File: config.mk
export PLATFORM = sky130hd
export DESIGN_NAME = single_wire_sensor_receiver_unit
export DESIGN_NICKNAME = d
export VERILOG_FILES = /design/src/rtl/core/swsr_pkg.sv /design/src/rtl/core/single_wire_sensor_receiver_unit.sv /design/src/rtl/core/swsr_cfg.sv /design/src/rtl/core/swsr_fsm.sv
export SDC_FILE = /design/constraint.sdc
export NUM_CORES = 1
export LEC_CHECK = 0
export ABC_AREA = 1
export BUFFER_PORTS_ARGS = -buffer_cell sky130_fd_sc_hd__buf_2
export CORE_MARGIN = 8
export CORE_UTILIZATION = 62
export DETAILED_ROUTE_END_ITERATION = 16
export PLACE_DENSITY_LB_ADDON = 0.12
export SYNTH_ARGS = -nofsm -noshare
export SYNTH_HDL_FRONTEND = slang
export SYNTH_SLANG_ARGS = --single-unit
File: constraint.sdc
create_clock -name clk_i -period 3.45 [get_ports clk_i]
set_input_delay 0.5175 -clock clk_i [delete_from_list [all_inputs] [get_ports clk_i]]
set_output_delay 0.5175 -clock clk_i [all_outputs]
set_load 0.1 [all_outputs]
File: src/rtl/core/swsr_pkg.sv
// Shared constants and types for the single-wire sensor receiver.
`timescale 1ns / 1ps
`default_nettype none

package swsr_pkg;

  localparam int FRAME_BITS     = 40;
  localparam int TEMP_FIRST_BIT = 16;
  localparam int COUNT_WIDTH    = 16;

  localparam int CFG_DATA_W = 16;
  localparam int CFG_ADDR_W = 3;
  localparam int BIT_W      = $clog2(FRAME_BITS + 1);
  localparam int CMP_W      = (COUNT_WIDTH > CFG_DATA_W) ? COUNT_WIDTH : CFG_DATA_W;

  localparam logic [COUNT_WIDTH-1:0] CNT_MAX = '1;

  typedef enum logic [CFG_ADDR_W-1:0] {
    CFG_START_LOW  = 3'd0,
    CFG_TIMEOUT    = 3'd1,
    CFG_ZERO_LOW   = 3'd2,
    CFG_ZERO_HIGH  = 3'd3,
    CFG_ONE_LOW    = 3'd4,
    CFG_ONE_HIGH   = 3'd5
  } cfg_idx_e;

  typedef struct packed {
    logic [CFG_DATA_W-1:0] start_low_ticks;
    logic [CFG_DATA_W-1:0] timeout_ticks;
    logic [CFG_DATA_W-1:0] zero_width_low;
    logic [CFG_DATA_W-1:0] zero_width_high;
    logic [CFG_DATA_W-1:0] one_width_low;
    logic [CFG_DATA_W-1:0] one_width_high;
  } cfg_t;

  typedef struct packed {
    logic       drive_low;
    logic       busy_res;
    logic       done_res;
    logic       status;
    logic [7:0] temperature;
  } res_t;

endpackage

`default_nettype wire

File: src/rtl/core/single_wire_sensor_receiver_unit.sv
// Top level of the single-wire sensor receiver: input and result registers around the sequencer.
// Data path: each word is decoded from the input register into the result register.
// Throughput: one input word and one result word per cycle unless out_stall_i holds a full
//   result register; the sequencer state advances once per word, between the two registers.
// Reset (rst_ni low, asynchronous): phase idle, counters and temperature cleared,
//   configuration back to its default values; no clearing pass.
`timescale 1ns / 1ps
`default_nettype none

module single_wire_sensor_receiver_unit (
  input  wire logic                            clk_i,
  input  wire logic                            rst_ni,
  input  wire logic                            in_valid_i,
  output logic                                 in_stall_o,
  input  wire logic                            start_request_i,
  input  wire logic                            line_level_i,
  output logic                                 out_valid_o,
  input  wire logic                            out_stall_i,
  output logic                                 drive_low_o,
  output logic                                 busy_res_o,
  output logic                                 done_res_o,
  output logic                                 status_o,
  output logic [7:0]                           temperature_o,
  input  wire logic                            cfg_we_i,
  input  wire logic [swsr_pkg::CFG_ADDR_W-1:0] cfg_index_i,
  input  wire logic [swsr_pkg::CFG_DATA_W-1:0] cfg_data_i
);

  swsr_pkg::cfg_t cfg;
  swsr_pkg::res_t res;
  swsr_pkg::res_t res_q;

  logic in_valid_q;
  logic start_q, line_q;
  logic out_valid_q;
  logic out_adv;
  logic fire;

  // result register frees up when empty or when its word is taken
  assign out_adv    = !out_valid_q || !out_stall_i;
  assign fire       = in_valid_q && out_adv;
  assign in_stall_o = in_valid_q && !out_adv;

  always_ff @(posedge clk_i or negedge rst_ni) begin
    if (!rst_ni) begin
      in_valid_q  <= 1'b0;
      out_valid_q <= 1'b0;
    end else begin
      if (!in_stall_o) begin
        in_valid_q <= in_valid_i;
      end
      if (out_adv) begin
        out_valid_q <= in_valid_q;
      end
    end
  end

  always_ff @(posedge clk_i) begin
    if (in_valid_i && !in_stall_o) begin
      start_q <= start_request_i;
      line_q  <= line_level_i;
    end
    if (fire) begin
      res_q <= res;
    end
  end

  swsr_cfg u_cfg (
    .clk_i       (clk_i),
    .rst_ni      (rst_ni),
    .cfg_we_i    (cfg_we_i),
    .cfg_index_i (cfg_index_i),
    .cfg_data_i  (cfg_data_i),
    .cfg_o       (cfg)
  );

  swsr_fsm u_fsm (
    .clk_i           (clk_i),
    .rst_ni          (rst_ni),
    .fire_i          (fire),
    .start_request_i (start_q),
    .line_level_i    (line_q),
    .cfg_i           (cfg),
    .res_o           (res)
  );

  assign out_valid_o   = out_valid_q;
  assign drive_low_o   = res_q.drive_low;
  assign busy_res_o    = res_q.busy_res;
  assign done_res_o    = res_q.done_res;
  assign status_o      = res_q.status;
  assign temperature_o = res_q.temperature;

endmodule

`default_nettype wire

File: src/rtl/core/swsr_cfg.sv
// Configuration register file of the single-wire sensor receiver.
`timescale 1ns / 1ps
`default_nettype none

module swsr_cfg (
  input  wire logic                            clk_i,
  input  wire logic                            rst_ni,
  input  wire logic                            cfg_we_i,
  input  wire logic [swsr_pkg::CFG_ADDR_W-1:0] cfg_index_i,
  input  wire logic [swsr_pkg::CFG_DATA_W-1:0] cfg_data_i,
  output swsr_pkg::cfg_t                       cfg_o
);

  swsr_pkg::cfg_t cfg_q;

  always_ff @(posedge clk_i or negedge rst_ni) begin
    if (!rst_ni) begin
      cfg_q.start_low_ticks <= 16'd18000;
      cfg_q.timeout_ticks   <= 16'd500;
      cfg_q.zero_width_low  <= 16'd20;
      cfg_q.zero_width_high <= 16'd30;
      cfg_q.one_width_low   <= 16'd60;
      cfg_q.one_width_high  <= 16'd80;
    end else if (cfg_we_i) begin
      case (swsr_pkg::cfg_idx_e'(cfg_index_i))
        swsr_pkg::CFG_START_LOW: cfg_q.start_low_ticks <= cfg_data_i;
        swsr_pkg::CFG_TIMEOUT:   cfg_q.timeout_ticks   <= cfg_data_i;
        swsr_pkg::CFG_ZERO_LOW:  cfg_q.zero_width_low  <= cfg_data_i;
        swsr_pkg::CFG_ZERO_HIGH: cfg_q.zero_width_high <= cfg_data_i;
        swsr_pkg::CFG_ONE_LOW:   cfg_q.one_width_low   <= cfg_data_i;
        swsr_pkg::CFG_ONE_HIGH:  cfg_q.one_width_high  <= cfg_data_i;
        default: ;
      endcase
    end
  end

  assign cfg_o = cfg_q;

endmodule

`default_nettype wire

File: src/rtl/core/swsr_fsm.sv
// Read sequencer: phase state, pulse timing, bit decode and temperature capture.
`timescale 1ns / 1ps
`default_nettype none

module swsr_fsm (
  input  wire logic           clk_i,
  input  wire logic           rst_ni,
  input  wire logic           fire_i,
  input  wire logic           start_request_i,
  input  wire logic           line_level_i,
  input  wire swsr_pkg::cfg_t cfg_i,
  output swsr_pkg::res_t      res_o
);

  localparam int CW = swsr_pkg::COUNT_WIDTH;
  localparam int BW = swsr_pkg::BIT_W;
  localparam int XW = swsr_pkg::CMP_W;

  typedef enum logic [2:0] {
    PH_IDLE,
    PH_START,
    PH_WAIT_HIGH,
    PH_RESP_LOW,
    PH_RESP_HIGH,
    PH_BIT_LOW,
    PH_BIT_HIGH
  } phase_e;

  phase_e          phase_q, phase_d;
  logic [CW-1:0]   cnt_q, cnt_d;
  logic [BW-1:0]   bit_q, bit_d;
  logic [7:0]      shift_q, shift_d;
  logic            last_q, last_d;
  logic [7:0]      hold_q, hold_d;

  logic            drive, done, stat;
  logic            awaited;
  logic [CW-1:0]   cnt_inc;
  logic [XW-1:0]   cnt_x, inc_x, width_x;
  logic            new_bit;
  logic [7:0]      shift_new;
  logic [BW-1:0]   bit_inc;

  always_comb begin
    phase_d = phase_q;
    cnt_d   = cnt_q;
    bit_d   = bit_q;
    shift_d = shift_q;
    last_d  = last_q;
    hold_d  = hold_q;
    drive   = 1'b0;
    done    = 1'b0;
    stat    = 1'b0;

    awaited = !((phase_q == PH_RESP_LOW) || (phase_q == PH_BIT_LOW));
    cnt_inc = (cnt_q != swsr_pkg::CNT_MAX) ? cnt_q + 1'b1 : cnt_q;
    cnt_x   = XW'(cnt_q);
    inc_x   = XW'(cnt_inc);
    width_x = cnt_x;

    // zero window wins when the windows overlap; outside both keeps last bit
    if ((width_x > XW'(cfg_i.zero_width_low)) && (width_x < XW'(cfg_i.zero_width_high))) begin
      new_bit = 1'b0;
    end else if ((width_x > XW'(cfg_i.one_width_low)) &&
                 (width_x < XW'(cfg_i.one_width_high))) begin
      new_bit = 1'b1;
    end else begin
      new_bit = last_q;
    end

    if ((bit_q >= BW'(swsr_pkg::TEMP_FIRST_BIT)) &&
        (bit_q < BW'(swsr_pkg::TEMP_FIRST_BIT + 8))) begin
      shift_new = {shift_q[6:0], new_bit};
    end else begin
      shift_new = shift_q;
    end
    bit_inc = bit_q + 1'b1;

    case (phase_q)
      PH_IDLE: begin
        if (start_request_i) begin
          phase_d = PH_START;
          cnt_d   = CW'(1);
          bit_d   = '0;
          shift_d = '0;
          last_d  = 1'b0;
          drive   = 1'b1;
        end
      end
      PH_START: begin
        if ((cnt_x < XW'(cfg_i.start_low_ticks)) && (cnt_q != swsr_pkg::CNT_MAX)) begin
          cnt_d = cnt_inc;
          drive = 1'b1;
        end else begin
          // release tick: its sample is not used
          phase_d = PH_WAIT_HIGH;
          cnt_d   = '0;
        end
      end
      default: begin
        if (line_level_i == awaited) begin
          if (inc_x > XW'(cfg_i.timeout_ticks)) begin
            phase_d = PH_IDLE;
            cnt_d   = '0;
            done    = 1'b1;
            stat    = 1'b1;
          end else begin
            cnt_d = cnt_inc;
          end
        end else begin
          cnt_d = '0;
          case (phase_q)
            PH_WAIT_HIGH: phase_d = PH_RESP_LOW;
            PH_RESP_LOW:  phase_d = PH_RESP_HIGH;
            PH_RESP_HIGH: phase_d = PH_BIT_LOW;
            PH_BIT_LOW:   phase_d = PH_BIT_HIGH;
            default: begin
              last_d  = new_bit;
              shift_d = shift_new;
              bit_d   = bit_inc;
              if (bit_inc >= BW'(swsr_pkg::FRAME_BITS)) begin
                hold_d  = shift_new;
                phase_d = PH_IDLE;
                done    = 1'b1;
              end else begin
                phase_d = PH_BIT_LOW;
              end
            end
          endcase
        end
      end
    endcase
  end

  always_ff @(posedge clk_i or negedge rst_ni) begin
    if (!rst_ni) begin
      phase_q <= PH_IDLE;
      cnt_q   <= '0;
      bit_q   <= '0;
      shift_q <= '0;
      last_q  <= 1'b0;
      hold_q  <= '0;
    end else if (fire_i) begin
      phase_q <= phase_d;
      cnt_q   <= cnt_d;
      bit_q   <= bit_d;
      shift_q <= shift_d;
      last_q  <= last_d;
      hold_q  <= hold_d;
    end
  end

  assign res_o.drive_low   = drive;
  assign res_o.busy_res    = (phase_d != PH_IDLE);
  assign res_o.done_res    = done;
  assign res_o.status      = stat;
  assign res_o.temperature = hold_d;

  // a finishing word always reports the block idle
  assert property (@(posedge clk_i) disable iff (!rst_ni)
    res_o.done_res |-> !res_o.busy_res)
    else $error("done with busy set");

  assert property (@(posedge clk_i) disable iff (!rst_ni)
    res_o.status |-> res_o.done_res)
    else $error("timeout status without done");

  // held temperature moves only on a good frame end
  assert property (@(posedge clk_i) disable iff (!rst_ni)
    !$stable(hold_q) |-> $past(fire_i && res_o.done_res && !res_o.status))
    else $error("temperature changed outside a good read");

  assert property (@(posedge clk_i) disable iff (!rst_ni)
    (phase_q == PH_BIT_HIGH) |-> (bit_q < BW'(swsr_pkg::FRAME_BITS)))
    else $error("bit index ran past the frame");

endmodule

`default_nettype wire
After elaboration in Yosys (flattened, before gate mapping)
Index checks and enable logic that the tools add are counted.
{"block": "classes", "n_addsub": 2, "n_lt_le_gt_ge": 9, "eq_ne": 15, "muxes": 39, "n_bitwise": 2, "n_reduce_logical": 28}
{"cell": "16-bit 2-to-1 mux", "n": 5}
{"cell": "8-bit 2-to-1 mux", "n": 8}
{"cell": "16-bit > comparator", "n": 3}
{"cell": "16-bit less-than comparator", "n": 3}
{"cell": "16-bit case mux with 2 select lines", "n": 1}
{"cell": "6-bit 2-to-1 mux", "n": 3}
{"cell": "16-bit by 1-bit adder with 16-bit output, second input constant", "n": 1}
{"cell": "16-bit != test, second input constant", "n": 1}
{"cell": "8-bit case mux with 2 select lines", "n": 1}
{"cell": "3-bit 2-to-1 mux", "n": 5}
{"cell": "2-bit AND reduction", "n": 7}
{"cell": "3-bit by 2-bit == test with 1-bit output, second input constant", "n": 4}
{"cell": "3-bit == test, second input constant", "n": 4}
{"cell": "3-bit case mux with 4 select lines", "n": 1}
{"cell": "6-bit case mux with 2 select lines", "n": 1}
{"cell": "1-bit 2-to-1 mux", "n": 11}
{"cell": "1-bit logical AND", "n": 7}
{"cell": "6-bit by 1-bit adder with 6-bit output, second input constant", "n": 1}
{"cell": "3-bit by 1-bit == test with 1-bit output, second input constant", "n": 2}
{"cell": "6-bit by 5-bit >= comparator with 1-bit output, second input constant", "n": 1}
{"cell": "6-bit >= comparator, second input constant", "n": 1}
{"cell": "3-bit logical NOT", "n": 2}
{"cell": "6-bit by 5-bit less-than comparator with 1-bit output, second input constant", "n": 1}
{"cell": "3-bit case mux with 2 select lines", "n": 1}
{"cell": "other kinds (12)", "n": 20}
{"block": "word_totals", "register_bits": 154, "in_bits": 26, "out_inout_bits": 14, "wordCells": 116}

Depth between registers and ports, before layout
Gate-level depths: netlist of run 1.
{"block": "logic_depth", "ltp_word": 9, "depth_mapped": 23, "ltp_nobuf": 23}

Hierarchy
Synthesis of run 1 repeated with hierarchy kept, for this count alone.
{"block": "unflattened", "hier_cells": 1183, "hier_area_um2": 9427.8}
{"mod": "swsr_fsm", "instances": 1, "cells_per_inst": 732, "area_each_um2": 5108.6, "seq_area_each_um2": 1051.0}
{"mod": "swsr_cfg", "instances": 1, "cells_per_inst": 425, "area_each_um2": 3803.6, "seq_area_each_um2": 2431.1}
{"mod": "single_wire_sensor_receiver_unit", "instances": 1, "cells_per_inst": 26, "area_each_um2": 515.5, "seq_area_each_um2": 470.5}

Worst setup path after synthesis of run 1
OpenSTA, ideal clock, no wires.
{"block": "synth_timing", "path_kind": "flip-flop to flip-flop", "startpoint": "register out_valid_q (netlist: out_valid_o)", "endpoint": "register line_q, enable pin", "setup_ps": 244, "t_arrival_ps": 2748, "required_time_ps": 3206, "path_slack_ps": 458, "stages_incl_launch_ff": 6, "n_path_buf": 0, "period_less_slack_ps": 2992, "cell_sequence": "dfrtp_1 -> nand2_1 -> nor2_1 -> inv_1 -> nand2_1 -> inv_1"}
{"block": "synth_via", "elab_chain_len": 6}
{"element": "start: declaration", "line_no": "single_wire_sensor_receiver_unit.sv:35", "text": "logic out_valid_q;"}
{"element": "start signal: assignment", "line_no": "single_wire_sensor_receiver_unit.sv:53", "text": "out_valid_q <= in_valid_q;"}
{"element": "1-bit logical NOT", "line_no": "single_wire_sensor_receiver_unit.sv:40", "text": "assign out_adv = !out_valid_q || !out_stall_i;"}
{"element": "1-bit logical OR", "line_no": "single_wire_sensor_receiver_unit.sv:40"}
{"element": "1-bit logical NOT", "line_no": "single_wire_sensor_receiver_unit.sv:42", "text": "assign in_stall_o = in_valid_q && !out_adv;"}
{"element": "1-bit logical AND", "line_no": "single_wire_sensor_receiver_unit.sv:42"}
{"element": "named net in_stall_o", "line_no": "single_wire_sensor_receiver_unit.sv:14", "text": "output logic in_stall_o,"}
{"element": "1-bit logical NOT", "line_no": "single_wire_sensor_receiver_unit.sv:59", "text": "if (in_valid_i && !in_stall_o) begin"}
{"element": "1-bit logical AND", "line_no": "single_wire_sensor_receiver_unit.sv:59"}
{"element": "end signal: assignment", "line_no": "single_wire_sensor_receiver_unit.sv:61", "text": "line_q <= line_level_i;"}
{"element": "end: declaration", "line_no": "single_wire_sensor_receiver_unit.sv:34", "text": "logic start_q, line_q;"}
The timed path passes the listed nets, and every way through them passes these cells.
A chain may end at the register's enable or synchronous reset.

Worst setup path after layout of run 1
{"block": "layout_timing", "startpoint": "register u_fsm.cnt_q[1]", "endpoint": "register u_fsm.cnt_q[10]"}
{"block": "layout_via", "elab_chain_len": 6, "word_cells_on_any_way": 10, "cone_classes": "add/sub (1); order compare (2); eq/ne (1); mux (5); reduce/logical (1)"}
{"element": "start: declaration", "line_no": "swsr_fsm.sv:30", "text": "logic [CW-1:0] cnt_q, cnt_d;"}
{"element": "start signal: assignment", "line_no": "swsr_fsm.sv:145", "text": "cnt_q <= cnt_d;"}
{"element": "16-bit by 1-bit adder with 16-bit output / 16-bit != test (equally long branches)", "line_no": "swsr_fsm.sv:56, swsr_fsm.sv:91"}
{"element": "16-bit 2-to-1 mux", "line_no": "swsr_fsm.sv:56", "text": "cnt_inc = (cnt_q != swsr_pkg::CNT_MAX) ? cnt_q + 1'b1 : cnt_q;"}
{"element": "16-bit > comparator", "line_no": "swsr_fsm.sv:102", "text": "if (inc_x > XW'(cfg_i.timeout_ticks)) begin"}
{"element": "16-bit 2-to-1 mux", "line_no": "swsr_fsm.sv:102"}
{"element": "16-bit 2-to-1 mux", "line_no": "swsr_fsm.sv:101", "text": "if (line_level_i == awaited) begin"}
{"element": "16-bit case mux with 2 select lines *", "line_no": "swsr_fsm.sv:79", "text": "case (phase_q)"}
Every way passes the cells marked *; elsewhere a longest branch is shown, timed or not.

==> results of run 1 <==
## sequential cells by signal, indices dropped and copies added, names as in the netlist, 3 cells and up
signal	count
u_fsm.bit_q	6
u_fsm.phase_q	3
u_fsm.cnt_q	16
u_cfg.cfg_o	96
u_fsm.hold_q	8
u_fsm.shift_q	8
temperature_o	8
## power groups by stage
stage	Clock (mW)	Combinational [mW]	Sequential, mW
6_report	1.98	2.20	2.53
5_1_grt	2.09	2.50	2.58
4_1_cts	2.00	2.17	2.53
3_5_place_dp	0	2.15	2.55
3_3_place_gp	0	2.10	2.54
2_1_floorplan	0	1.43	2.75
## layer usage
| metal | up-vias | wire, um |
|---|---|---|
| met1 | 3367 | 9590 |
| met3 | 38 | 1020 |
| li1 | 3612 | - |
| met5 | - | 0 |
| met2 | 173 | 9900 |
| met4 | 0 | 449 |
## worst max-delay path, delay by kind of cell, from the launching register on
family | cells | cell delay (ns)
compound gates | 1 | 0.08
simple gates | 15 | 1.88
xor+xnor | 1 | 0.16
fa+ha+maj | 2 | 0.50
buf+inv | 1 | 0.05
flops | 1 | 0.44
## logic make-up (layout without fill, tap and decap cells)
group                      count (synthesis)  count (layout)
buffers and inverters                    203             261
AOI/OAI and AO/OA                        221             221
and+or+nand+nor                          398             399
adders and majority gates                 96              96
xor gates and xnor gates                  12              12
DFF                                      154             154
## layout make-up
cell class / instances / share of cell area [%]
clock buffers: 19 / 4.43
well taps: 184 / 2.30
inverters: 177 / 6.70
multi-input cells: 728 / 42.2
clock inverters: 13 / 1.74
repair buffers: 52 / 2.99
flip-flops and latches: 154 / 39.6
## worst max path at each step
stage	start	end	slack, ns	depth (start not counted)
2_1_floorplan	out_valid_o	line_q	0.46	5
5_1_grt	u_fsm.cnt_q[1]	u_fsm.cnt_q[0]	0.01	20
3_3_place_gp	u_fsm.cnt_q[1]	u_fsm.cnt_q[0]	0.17	19
4_1_cts	u_fsm.cnt_q[1]	u_fsm.cnt_q[0]	0.05	20
3_5_place_dp	u_fsm.cnt_q[1]	u_fsm.cnt_q[0]	0.09	20
6_report	u_fsm.cnt_q[1]	u_fsm.cnt_q[10]	0.28	20
## metrics by stage
| step | instance area [um2] | power, mW | worst slack, ns |
|---|---|---|---|
| floorplan | 8930 | 4.17 | 0.458 |
| global placement | 9340 | 4.64 | 0.166 |
| detailed placement | 9340 | 4.70 | 0.0915 |
| CTS | 9960 | 6.70 | 0.0491 |
| global route | 9990 | 7.16 | 0.0116 |
| finish | 9990 | 6.72 | 0.276 |
## layout by cell type, fill, tap and decap left out, types with 4 or more instances in the layout
cell                        netlist  final
sky130_fd_sc_hd__ha_1            96     95
sky130_fd_sc_hd__dfstp_2         23     23
sky130_fd_sc_hd__o21ai_2          8      8
sky130_fd_sc_hd__nor3_2           4      5
sky130_fd_sc_hd__clkinv_1         4      6
sky130_fd_sc_hd__edfxtp_1        14     14
sky130_fd_sc_hd__clkbuf_16        0     17
sky130_fd_sc_hd__dfrtp_2          0      5
sky130_fd_sc_hd__o21ai_1         17     17
sky130_fd_sc_hd__a21oi_1         51     51
sky130_fd_sc_hd__o21a_1           6      6
sky130_fd_sc_hd__inv_1          160    160
sky130_fd_sc_hd__nor3_1           6      5
sky130_fd_sc_hd__inv_2           12     12
sky130_fd_sc_hd__o21ai_0        121    121
sky130_fd_sc_hd__nand4_1          9      9
sky130_fd_sc_hd__o22ai_1          9      9
sky130_fd_sc_hd__nand2_1        275    274
sky130_fd_sc_hd__bufinv_16        0      4
sky130_fd_sc_hd__buf_2            2     38
sky130_fd_sc_hd__dfrtp_1        117    112
sky130_fd_sc_hd__nor4_1           4      4
sky130_fd_sc_hd__buf_4            0     13
sky130_fd_sc_hd__clkinv_2         0      4
sky130_fd_sc_hd__xor2_1          10     10
sky130_fd_sc_hd__nor2_1          41     41
sky130_fd_sc_hd__nand3_1         40     39
sky130_fd_sc_hd__nand2_2         10     11
## timing repair
action | CTS | global route
endpoints found under the setup margin | 0 | 19
endpoints found under the hold margin | 0 | 0
hold buffers | 0 | 0
gates resized for setup | 0 | 10
==> reports/summary.log, run 1 <==
qor: drt.dr.first_iter.drc_count 531
qor: grt.track_usage 23.9%
qor: critical_path.critical_path.endpoint_type register
qor: drt.postRouteWirelength 21000 um
qor: critical_path.worst_r2r_startpoint u_fsm.cnt_q[1]
qor: timing.fmaxAchievable 315 MHz
qor: logic_synthesis.ys_top_cells_by_count sky130_fd_sc_hd__nand2_1 (275), sky130_fd_sc_hd__inv_1 (160), sky130_fd_sc_hd__o21ai_0 (121)
qor: logic_synthesis.synth_enable_flop_cells 14
qor: floorplan.die_x 136 um
qor: power.combinationalPowerShare 32.8%
qor: timing.slew_viol_final 0
qor: finish.nets 1252
qor: timing.timing.final.hold_violations 0
qor: critical_path.path_class reg2reg
qor: cts.number_of_cts_inserted_buffers 17
qor: finish.multi_input_area 4220 um2
qor: floorplan.boundaryPins 40
qor: logic_synthesis.area_share_of_xor_xnor_cells_in_the_synthesized_design 1.39%
qor: power.p_int 4.18 mW
qor: critical_path.timing.critical_path.cells ha_2 -> inv_1 -> nor3_2 -> nand2_2 -> nor3_2 -> nand3_1 -> nand4_1 -> xnor2_1 -> ha_1 -> nand2_1 -> nor2_1 -> nor3_1 -> nand2_1 -> nand2_1 -> nand2_1 -> nand2_2 -> nand3_2 -> nand2_2 -> nand3_1 -> o21ai_1
qor: logic_synthesis.synth_fa_ha_area_share 13.5%
qor: logic_synthesis.synth.area.mux_share 0%
qor: critical_path.worstPathArrival 3.52 ns
qor: grt.maximum_number_of_pins_on_one_net_before_global_route_repair 87
qor: critical_path.worstSetupStartpointType register
qor: critical_path.worst-endpoint-required 3.80 ns
qor: cts.cts.clk_slew.worst_paths 0.06 ns
qor: drt.drc 0
qor: run.cap_violations 0
qor: logic_synthesis.area_fraction_in_compound_gates_after_synthesis 13.3%
qor: logic_synthesis.mappedNetlistNets 1206
qor: timing.grt_setup_unrepaired false
qor: grt.global_route.usage.met1 31.4%
qor: finish.regArea 3960 um2
qor: power.clock_power_share 29.5%
qor: logic_synthesis.synthesis.area_per_instance 8.24 um2
qor: power.power_frac_seq 37.7%
qor: drt.avgViaCountPerCell 5.42
qor: floorplan.core_area 14300 um2
qor: floorplan.floorplan.die_area 18500 um2
qor: drt.antenna_left 0
qor: timing.setup_viol 0
qor: drt.detail_route.wl_per_cell 15.8 um
qor: timing.timing.slew.headroom 20.9%
qor: grt.gr-max-usage-layer met2
qor: critical_path.reg2reg_slack 0.28 ns
qor: finish.layout-drive-gt1-share 13.7%
qor: finish.final_util 69.8%
qor: worst_hold_path.hold_class in2async
qor: floorplan.initial_core_util 62.4%
qor: grt.grt_pass1_wl 34700 um
qor: power.netSwitchingPower 2.54 mW
qor: cts.cts_tree built
qor: cts.cts_post_setup_buffers_inserted 0
qor: floorplan.die_height 136 um
qor: grt.met2_usage 38.7%
qor: logic_synthesis.synth-seq-area-share 44.3%
qor: logic_synthesis.ys_dominant_reg_cell sky130_fd_sc_hd__dfrtp_1
qor: logic_synthesis.yosys.area.top_type sky130_fd_sc_hd__dfrtp_1
qor: grt.antenna_found_initial 0
qor: timing.timing.final.crit_share 92.0%
qor: cts.cts.sinks 154
qor: cts.cts_root_buf sky130_fd_sc_hd__clkbuf_16
qor: finish.antenna_cells 0
qor: outcome.outcome finished clean
qor: critical_path.worst_path_max_delay_cell sky130_fd_sc_hd__dfrtp_2
qor: finish.flow.area_growth_from_synthesis 11.9%
qor: placed_design.place.port_buffers 39
qor: grt.grt_remaining_overflow 0
qor: floorplan.row_count 44
qor: power.p_sw_share 37.8%
qor: logic_synthesis.yosys_warnings 0
qor: placed_design.dp_hpwl 14800 um
qor: grt.grt_pass1_vias 6994
qor: logic_synthesis.yosys.area.top_type_share 32.8%
qor: power.leakage_power 5.17 nW
qor: logic_synthesis.post_synth_instance_area 8930 um2
qor: timing.layout_min_cycle_time 3.17 ns
qor: cts.number_of_h_tree_levels 4
qor: drt.num_vias 7190
qor: logic_synthesis.postSynthCellCount 1084
qor: placed_design.gp_routability_congestion 0.949
qor: critical_path.critical_path.most_common_cell sky130_fd_sc_hd__nand2_1
qor: timing.timing_worst_slew_pin_value 1.18 ns
qor: logic_synthesis.distinct_cells_synth 45
qor: timing.timing.setup.tns 0 ns
qor: logic_synthesis.post-synth-top-count-cell sky130_fd_sc_hd__nand2_1
qor: finish.filler_cell_count 1175
qor: finish.final-instance-count-excl-fill 1327
qor: critical_path.rr_worst_depth 20
qor: cts.clockBufferDepth 2
qor: power.p_per_area 673 nW/um2
qor: power.ir_worst_vdd 0.497 mV
qor: logic_synthesis.async_reset_ff_share 90.9%
qor: timing.holdWs 0.143 ns
qor: logic_synthesis.synth_top_family_by_area simple AND/OR/NAND/NOR gates
qor: timing.final.setup_skew 0.00878 ns
qor: cts.clock_latency_reported_for_the_late_side_of_the_worst_skew_pair 0.43 ns
qor: critical_path.crit_path_max_incr_delay 0.44 ns
qor: critical_path.crit_path_max_fanout 8
qor: logic_synthesis.synth_simple_gate_area_share 18.8%
qor: logic_synthesis.synth-seq-cells 154
qor: logic_synthesis.post_synth_main_area_contributors sky130_fd_sc_hd__dfrtp_1 (33%), sky130_fd_sc_hd__ha_1 (13%), sky130_fd_sc_hd__nand2_1 (12%)
qor: grt.grt.met3_usage 4.55%
qor: drt.drt_first_pass_iters 5
qor: critical_path.r2r-end u_fsm.cnt_q[10]
qor: placed_design.dp.cells 1294
(Power assumes the default switching activity.)
==> run 2, diff against run 1 <==
Settings changed: PLACE_DENSITY set to 0.8, PLACE_DENSITY_LB_ADDON 0.12 to not set.
==> reports/summary.log, run 2 (synthesized netlist as in run 1, its figures left out) <==
qor: power.ir_worst_vdd 0.360 mV [-28%]
qor: drt.dr.first_iter.drc_count 578 [+8.9%]
qor: finish.flow.area_growth_from_synthesis 12.1%
qor: cts.number_of_h_tree_levels 4 [unchanged]
qor: cts.cts.sinks 154 [unchanged]
qor: cts.cts.clk_slew.worst_paths 0.06 ns [about the same]
qor: placed_design.place_worst_setup_slack 0.110 ns [+0.0187 ns]
qor: drt.postRouteWirelength 20900 um [about the same]
qor: worst_hold_path.hold_class in2async
qor: power.p_per_area 669 nW/um2 [-0.52%]
qor: critical_path.rr_worst_depth 17 [-15%]
qor: grt.track_usage 23.5% [-0.32 points]
qor: floorplan.initial_core_util 62.4% [unchanged]
qor: grt.maximum_number_of_pins_on_one_net_before_global_route_repair 89 [+2.3%]
qor: drt.avgViaCountPerCell 5.52 [+2.0%]
qor: floorplan.floorplan.die_area 18500 um2 [unchanged]
qor: cts.number_of_cts_inserted_buffers 17 [unchanged]
qor: floorplan.boundaryPins 40 [unchanged]
qor: finish.nets 1257 [+0.40%]
qor: critical_path.path_class reg2reg
qor: drt.drt_first_pass_iters 6 [+1]
qor: timing.slew_viol_final 0 [unchanged]
qor: cts.clock_latency_reported_for_the_late_side_of_the_worst_skew_pair 0.43 ns [about the same]
qor: timing.timing.final.crit_share 95.9% [+3.9 points]
qor: critical_path.worstSetupStartpointType register
qor: drt.detail_route.wl_per_cell 15.7 um [-0.40%]
qor: grt.grt_remaining_overflow 0 [unchanged]
qor: run.cap_violations 0 [unchanged]
qor: floorplan.die_x 136 um [unchanged]
qor: critical_path.crit_path_max_fanout 10 [+2]
qor: drt.num_vias 7359 [+2.4%]
qor: finish.layout.cells.most_common_list sky130_fd_sc_hd__nand2_1 (274), sky130_fd_sc_hd__inv_1 (160), sky130_fd_sc_hd__o21ai_0 (121), sky130_fd_sc_hd__dfrtp_1 (112), sky130_fd_sc_hd__ha_1 (95)
qor: cts.clockBufferDepth 2 [unchanged]
qor: timing.final.setup_skew 0.00842 ns [-0.000358 ns]
qor: critical_path.worst-endpoint-required 3.79 ns [about the same]
qor: finish.filler_cell_count 1145 [-2.6%]
qor: outcome.outcome finished clean
qor: timing.layout_min_cycle_time 3.31 ns [+0.135 ns]
qor: timing.setup_viol 0 [unchanged]
qor: floorplan.core_area 14300 um2 [unchanged]
qor: grt.grt_pass1_wl 34400 um [-0.82%]
qor: placed_design.place.port_buffers 39 [unchanged]
qor: timing.timing.slew.headroom 28.1% [+7.1 points]
qor: drt.antenna_left 0 [unchanged]
qor: critical_path.worst_r2r_startpoint u_fsm.cnt_q[4]
qor: power.leakage_power 5.19 nW [+0.37%]
qor: grt.grt_pass1_vias 7038 [+0.63%]
qor: timing.timing.final.hold_violations 0 [unchanged]
qor: floorplan.row_count 44 [unchanged]
qor: finish.layout-drive-gt1-share 13.9% [+0.20 points]
qor: grt.antenna_found_initial 0 [unchanged]
qor: placed_design.dp_hpwl 14600 um [-1.5%]
qor: critical_path.reg2reg_slack 0.14 ns [-0.14 ns]
qor: finish.most_common_cell_after_layout_fill_and_taps_aside sky130_fd_sc_hd__nand2_1
qor: timing.finalWorstSetupSlack 0.141 ns [-0.135 ns]
qor: timing.fmaxAchievable 302 MHz [-4.1%]
qor: cts.cts_hold_buffers 0 [unchanged]
qor: finish.final_util 69.9% [+0.14 points]
qor: critical_path.critical_path.endpoint_type register
qor: finish.antenna_cells 0 [unchanged]
qor: placed_design.gp_routability_congestion 0.941 [-0.93%]
qor: timing.timing_worst_slew_pin_value 1.08 ns [-0.106 ns]
qor: finish.max_ffs_per_register 96 [unchanged]
qor: cts.cts_root_buf sky130_fd_sc_hd__clkbuf_16
qor: critical_path.r2r-end u_fsm.cnt_q[8]
qor: floorplan.die_height 136 um [unchanged]
qor: critical_path.worstPathArrival 3.65 ns [+0.13 ns]
qor: cts.cts_tree built
qor: drt.drc 0 [unchanged]
-- run 2: cell count changes in the layout (fill, tap and decap cells not counted), sizes merged --
cell / before / now
buf: 52 / 57
bufinv: 4 / 3
clkbuf: 19 / 20
clkinv: 12 / 10
inv: 174 / 176
-- run 2: what timing repair did --
item                                    4_1_cts  5_1_grt
gates resized for setup                       0       10
buffers inserted                              0        3
endpoints found under the setup margin        0       19
-- run 2: power breakdown --
group | switching, mW | internal [mW]
sequential | 0.259 | 2.27
clock | 0.754 | 1.18
combinational | 1.54 | 0.693
total | 2.56 | 4.14
-- run 2: how the worst max path moves through the flow --
stage | start | endpoint | slack (ns) | cells after the start
4_1_cts | u_fsm.cnt_q[4] | u_fsm.cnt_q[8] | 0.03 | 17
3_3_place_gp | u_fsm.cnt_q[5] | u_fsm.cnt_q[0] | 0.23 | 19
3_5_place_dp | u_fsm.cnt_q[4] | u_fsm.cnt_q[0] | 0.11 | 17
2_1_floorplan | out_valid_o | line_q | 0.46 | 5
5_1_grt | u_fsm.cnt_q[4] | u_fsm.cnt_q[8] | -0.06 | 17
6_report | u_fsm.cnt_q[4] | u_fsm.cnt_q[8] | 0.14 | 17
-- run 2: layout make-up --
cell class | instances | area, um2 | share of cell area (%)
sequential | 154 | 3960 | 39.6
inverter | 177 | 669 | 6.69
clock buffer | 20 | 458 | 4.57
multi-input combinational | 728 | 4220 | 42.1
timing repair buffer | 57 | 337 | 3.36
tap | 184 | 230 | 2.30
clock inverter | 12 | 141 | 1.41
-- run 2: per-stage QoR --
stage	area [um2]	setup TNS [ns]	hold slack, ns	power [mW]	instances
after global routing	10000	-0.171	0.204	7.11	1332
final	10000	0	0.128	6.70	1332
after floorplan	8930	0	0.222	4.17	1084
after CTS	9950	0	0.187	6.63	1328
after global placement	9360	0	0.456	4.60	1296
after detailed placement	9360	0	0.468	4.68	1296
-- run 2: per-layer routing --
layer  track usage [%]  part of all wire [%]  vias up
met4              8.24                   2.2        0
met5                 0                     0        -
met3              4.77                   5.4       34
li1                  -                     -     3614
met1              30.7                    45     3515
met2              38.3                    48      196
-- run 2: worst max-delay path: stages, from the launching register on --
cell and delay (ns):
sky130_fd_sc_hd__dfrtp_2 0.49, sky130_fd_sc_hd__nand2_1 0.10, sky130_fd_sc_hd__nor3_1 0.31, sky130_fd_sc_hd__nand2_1 0.18, sky130_fd_sc_hd__nor2_1 0.25, sky130_fd_sc_hd__a21oi_1 0.10, sky130_fd_sc_hd__a31o_2 0.23, sky130_fd_sc_hd__inv_2 0.05
sky130_fd_sc_hd__ha_1 0.25, sky130_fd_sc_hd__a21oi_1 0.16, sky130_fd_sc_hd__o21ai_0 0.09, sky130_fd_sc_hd__nor2_1 0.13, sky130_fd_sc_hd__nand2_1 0.10, sky130_fd_sc_hd__nand2_2 0.16, sky130_fd_sc_hd__nand3_2 0.18, sky130_fd_sc_hd__nand2_4 0.19
sky130_fd_sc_hd__nand3_1 0.12, sky130_fd_sc_hd__o21ai_1 0.13
==> run 3, diff against run 2 <==
Settings changed: ABC_AREA 1 to not set, BUFFER_PORTS_ARGS -buffer_cell sky130_fd_sc_hd__buf_2 to -buffer_cell sky130_fd_sc_hd__clkbuf_2, CORE_UTILIZATION 62 to 29, PLACE_DENSITY 0.8 to not set.
==> reports/summary.log, run 3 <==
qor: drt.detail_route.wl_per_cell 15.1 um [-4.1%]
qor: floorplan.floorplan.die_area 36800 um2 [+99%]
qor: logic_synthesis.synth_simple_gate_area_share 13.7% [-5.1 points]
qor: timing.timing_worst_slew_pin_value 0.754 ns [-0.323 ns]
qor: drt.route.top_layer_used met4
qor: placed_design.place.port_buffers 39 [unchanged]
qor: drt.postRouteWirelength 21300 um [+1.5%]
qor: finish.most_common_cell_after_layout_fill_and_taps_aside sky130_fd_sc_hd__nand2_1
qor: floorplan.core_area 30500 um2 [+110%]
qor: cts.cts.clk_slew.worst_paths 0.06 ns [about the same]
qor: timing.finalWorstSetupSlack -0.00389 ns [-0.145 ns]
qor: placed_design.dp.cells 1372 [+5.9%]
qor: grt.antenna_found_initial 0 [unchanged]
qor: finish.layout.cells.most_common_list sky130_fd_sc_hd__nand2_1 (125), sky130_fd_sc_hd__dfrtp_1 (115), sky130_fd_sc_hd__inv_1 (105), sky130_fd_sc_hd__o21ai_0 (97), sky130_fd_sc_hd__ha_1 (91)
qor: cts.number_of_h_tree_levels 4 [unchanged]
qor: cts.cts.sinks 154 [unchanged]
qor: logic_synthesis.mappedNetlistNets 1037 [-14%]
qor: drt.wl_met1 10200 um [+9.1%]
qor: timing.timing.final.crit_share 100% [+4.2 points]
qor: power.p_per_area 571 nW/um2 [-15%]
qor: cts.cts_tree built
qor: critical_path.worstSetupStartpointType register
qor: floorplan.boundaryPins 40 [unchanged]
qor: finish.antenna_cells 0 [unchanged]
qor: power.leakage_power 5.06 nW [-2.3%]
qor: timing.final.setup_skew 0.0129 ns [+0.00444 ns]
qor: cts.clockBufferDepth 2 [unchanged]
qor: timing.timing.slew.headroom 49.5% [+21 points]
qor: logic_synthesis.synth_fa_ha_area_share 13.4% [-0.036 points]
qor: critical_path.critical_path.endpoint_type register
qor: outcome.violations setup timing
qor: logic_synthesis.yosys_warnings 0 [unchanged]
qor: drt.antenna_left 0 [unchanged]
qor: power.p_int 4.12 mW [-0.60%]
qor: drt.dr_wl_met3 387 um [-66%]
qor: finish.final-instance-count-excl-fill 1410 [+5.9%]
qor: floorplan.die_height 192 um [+41%]
qor: logic_synthesis.synth_enable_flop_cells 14 [unchanged]
qor: critical_path.worstPathArrival 3.62 ns [-0.03 ns]
qor: placed_design.dp_hpwl 15500 um [+6.3%]
qor: logic_synthesis.post_synth_instance_area 8950 um2 [+0.27%]
qor: logic_synthesis.yosys.area.top_type sky130_fd_sc_hd__dfrtp_1
qor: logic_synthesis.post-synth-top-count-cell sky130_fd_sc_hd__nand2_1
qor: logic_synthesis.ys_top_cells_by_count sky130_fd_sc_hd__nand2_1 (125), sky130_fd_sc_hd__dfrtp_1 (117), sky130_fd_sc_hd__inv_1 (106)
qor: cts.cts_root_buf sky130_fd_sc_hd__clkbuf_16
qor: grt.grt_pass1_wl 35700 um [+3.8%]
qor: logic_synthesis.area_share_of_xor_xnor_cells_in_the_synthesized_design 1.44% [+0.052 points]
qor: placed_design.gp_routability_congestion 0.830 [-12%]
qor: floorplan.die_x 192 um [+41%]
qor: cts.number_of_cts_inserted_buffers 17 [unchanged]
qor: outcome.outcome finished with violations
qor: drt.route.met2.wl 10200 um [+1.8%]
qor: logic_synthesis.synthesis.area_per_instance 9.79 um2 [+19%]
qor: floorplan.initial_core_util 29.3% [-33 points]
qor: timing.layout_min_cycle_time 3.45 ns [+0.145 ns]
qor: grt.maximum_number_of_pins_on_one_net_before_global_route_repair 76 [-15%]
qor: power.ir_worst_vdd 0.274 mV [-24%]
qor: logic_synthesis.post_synth_main_area_contributors sky130_fd_sc_hd__dfrtp_1 (33%), sky130_fd_sc_hd__ha_1 (13%), sky130_fd_sc_hd__dfstp_2 (6.7%)
qor: critical_path.crit_path_max_fanout 3 [-7]
qor: cts.clock_latency_reported_for_the_late_side_of_the_worst_skew_pair 0.43 ns [about the same]
qor: logic_synthesis.synth-seq-cells 154 [unchanged]
qor: logic_synthesis.synth-seq-area-share 44.1% [-0.12 points]
qor: cts.cts_hold_buffers 0 [unchanged]
qor: logic_synthesis.synth_top_family_by_area compound AO/OA/AOI/OAI gates
qor: power.power.total 6.14 mW [-8.3%]
qor: finish.nets 1123 [-11%]
qor: grt.track_usage 12.2% [-11 points]
qor: worst_hold_path.hold_class in2async
qor: grt.grt_pass1_vias 6899 [-2.0%]
qor: logic_synthesis.synth.area.mux_share 6.41% [+6.4 points]
qor: logic_synthesis.ys_dominant_reg_cell sky130_fd_sc_hd__dfrtp_1
qor: power.p_sw_share 33.0% [-5.2 points]
qor: power.combinationalPowerShare 29.4% [-4.0 points]
qor: power.clock_power_share 32.2% [+3.4 points]
qor: grt.grt_remaining_overflow 0 [unchanged]
qor: floorplan.row_count 64 [+45%]
qor: critical_path.worst-endpoint-required 3.61 ns [-0.18 ns]
qor: logic_synthesis.yosys.area.top_type_share 32.7% [-0.087 points]
qor: logic_synthesis.postSynthCellCount 915 [-16%]
qor: timing.timing.final.hold_violations 0 [unchanged]
qor: timing.grt_setup_unrepaired true
qor: drt.drc 0 [unchanged]
qor: logic_synthesis.distinct_cells_synth 69 [+53%]
qor: timing.fmaxAchievable 290 MHz [-4.2%]
qor: critical_path.path_class reg2reg
qor: timing.slew_viol_final 0 [unchanged]
qor: power.netSwitchingPower 2.02 mW [-21%]
qor: timing.setup_viol 1 [+1]
qor: drt.drt_first_pass_iters 5 [-1]
qor: logic_synthesis.area_fraction_in_compound_gates_after_synthesis 15.0% [+1.7 points]
qor: logic_synthesis.async_reset_ff_share 90.9% [unchanged]
qor: drt.avgViaCountPerCell 4.79 [-13%]
qor: power.power_frac_seq 38.5% [+0.7 points]
qor: finish.flow.area_growth_from_synthesis 20.1%
qor: drt.dr.first_iter.drc_count 293 [-49%]
qor: run.cap_violations 0 [unchanged]
qor: drt.num_vias 6758 [-8.2%]
qor: finish.layout-drive-gt1-share 23.2% [+9.2 points]
qor: finish.max_ffs_per_register 96 [unchanged]
-- run 3: cell types whose count changed after synthesis, moves of 11 or more --
cell and delta:
sky130_fd_sc_hd__nand2_1 -150, sky130_fd_sc_hd__inv_1 -54, sky130_fd_sc_hd__mux2_2 +43, sky130_fd_sc_hd__nand3_1 -25, sky130_fd_sc_hd__o21ai_0 -20, sky130_fd_sc_hd__o21ai_1 -16, sky130_fd_sc_hd__a21o_1 +13, sky130_fd_sc_hd__o31ai_1 +13
sky130_fd_sc_hd__inv_2 -12, sky130_fd_sc_hd__nand2b_1 +11
-- run 3: what timing repair did --
action                                  in CTS  in global routing
resized for setup                            5                 15
pin swaps                                    5                  8
endpoints found under the setup margin       9                 20
setup buffers                                2                  4
-- run 3: worst paths after layout --
path	slack, ns	from	to	cells past startpoint
max	-0.004	u_fsm.cnt_q[1]	busy_res_o	14
min	0.10	rst_ni	u_cfg.cfg_o[38]	1
max reg2reg	-0.004	u_fsm.cnt_q[1]	busy_res_o	14
min reg2reg	0.50	in_valid_q	out_valid_o	1
max in group asynchronous	2.46	rst_ni	u_cfg.cfg_o[66]	2
min in group clk_i	0.27	line_level_i	line_q	1
-- run 3: power by group through the flow --
| stage | combinational [mW] | sequential [mW] | clock [mW] |
|---|---|---|---|
| final | 1.80 | 2.36 | 1.97 |
| after global routing | 2.04 | 2.41 | 2.10 |
| after CTS | 1.79 | 2.36 | 2.02 |
| after detailed placement | 1.75 | 2.40 | 0 |
| after global placement | 1.71 | 2.39 | 0 |
| after floorplan | 1.17 | 2.44 | 0 |
-- run 3: area by class of cell --
type	count	area [um2]
Fill cell	3034	19800
Multi-Input combinational cell	627	4640
Sequential cell	154	3960
Timing Repair Buffer	95	651
Tap cell	396	495
Clock buffer	23	478
Inverter	106	398
Clock inverter	9	136
-- run 3: cell families after synthesis --
family,count (synthesis)
buf+inv,134
xor+xnor,13
compound gates,217
flops,154
simple gates,249
mux,52
fa+ha+maj,96
-- run 3: per-stage QoR --
| step | area (um2) | TNS [ns] | hold WS (ns) | setup slack [ns] | util (%) |
|---|---|---|---|---|---|
| 2_1_floorplan | 9010 | -0.194 | 0.222 | -0.121 | - |
| 3_3_place_gp | 9990 | -0.0832 | 0.475 | -0.0598 | 32.8 |
| 3_5_place_dp | 9990 | -0.308 | 0.490 | -0.113 | 32.8 |
| 4_1_cts | 10700 | -0.0302 | 0.141 | -0.0302 | 34.9 |
| 5_1_grt | 10800 | -0.553 | 0.166 | -0.221 | 35.2 |
| 6_report | 10800 | -0.00389 | 0.104 | -0.00389 | 35.2 |
-- run 3: worst max-delay path: stages, from the launching register on --
cell and delay [ns]:
sky130_fd_sc_hd__dfrtp_2 0.39, sky130_fd_sc_hd__ha_4 0.15, sky130_fd_sc_hd__nand3_4 0.06, sky130_fd_sc_hd__buf_4 0.14, sky130_fd_sc_hd__nor4_4 0.31, sky130_fd_sc_hd__mux2i_1 0.35
sky130_fd_sc_hd__inv_1 0.08, sky130_fd_sc_hd__ha_1 0.30, sky130_fd_sc_hd__nor2b_1 0.13, sky130_fd_sc_hd__o211ai_1 0.10, sky130_fd_sc_hd__a2111o_1 0.43, sky130_fd_sc_hd__a31oi_4 0.22
sky130_fd_sc_hd__o22ai_2 0.12, sky130_fd_sc_hd__a2111oi_2 0.31, sky130_fd_sc_hd__nand3_1 0.10
-- run 3: metal layers --
| layer | vias up | track usage [%] |
|---|---|---|
| li1 | 3365 | - |
| met1 | 3301 | 16.1 |
| met2 | 71 | 19.9 |
| met3 | 21 | 2.14 |
| met4 | 0 | 4.38 |
| met5 | - | 0 |
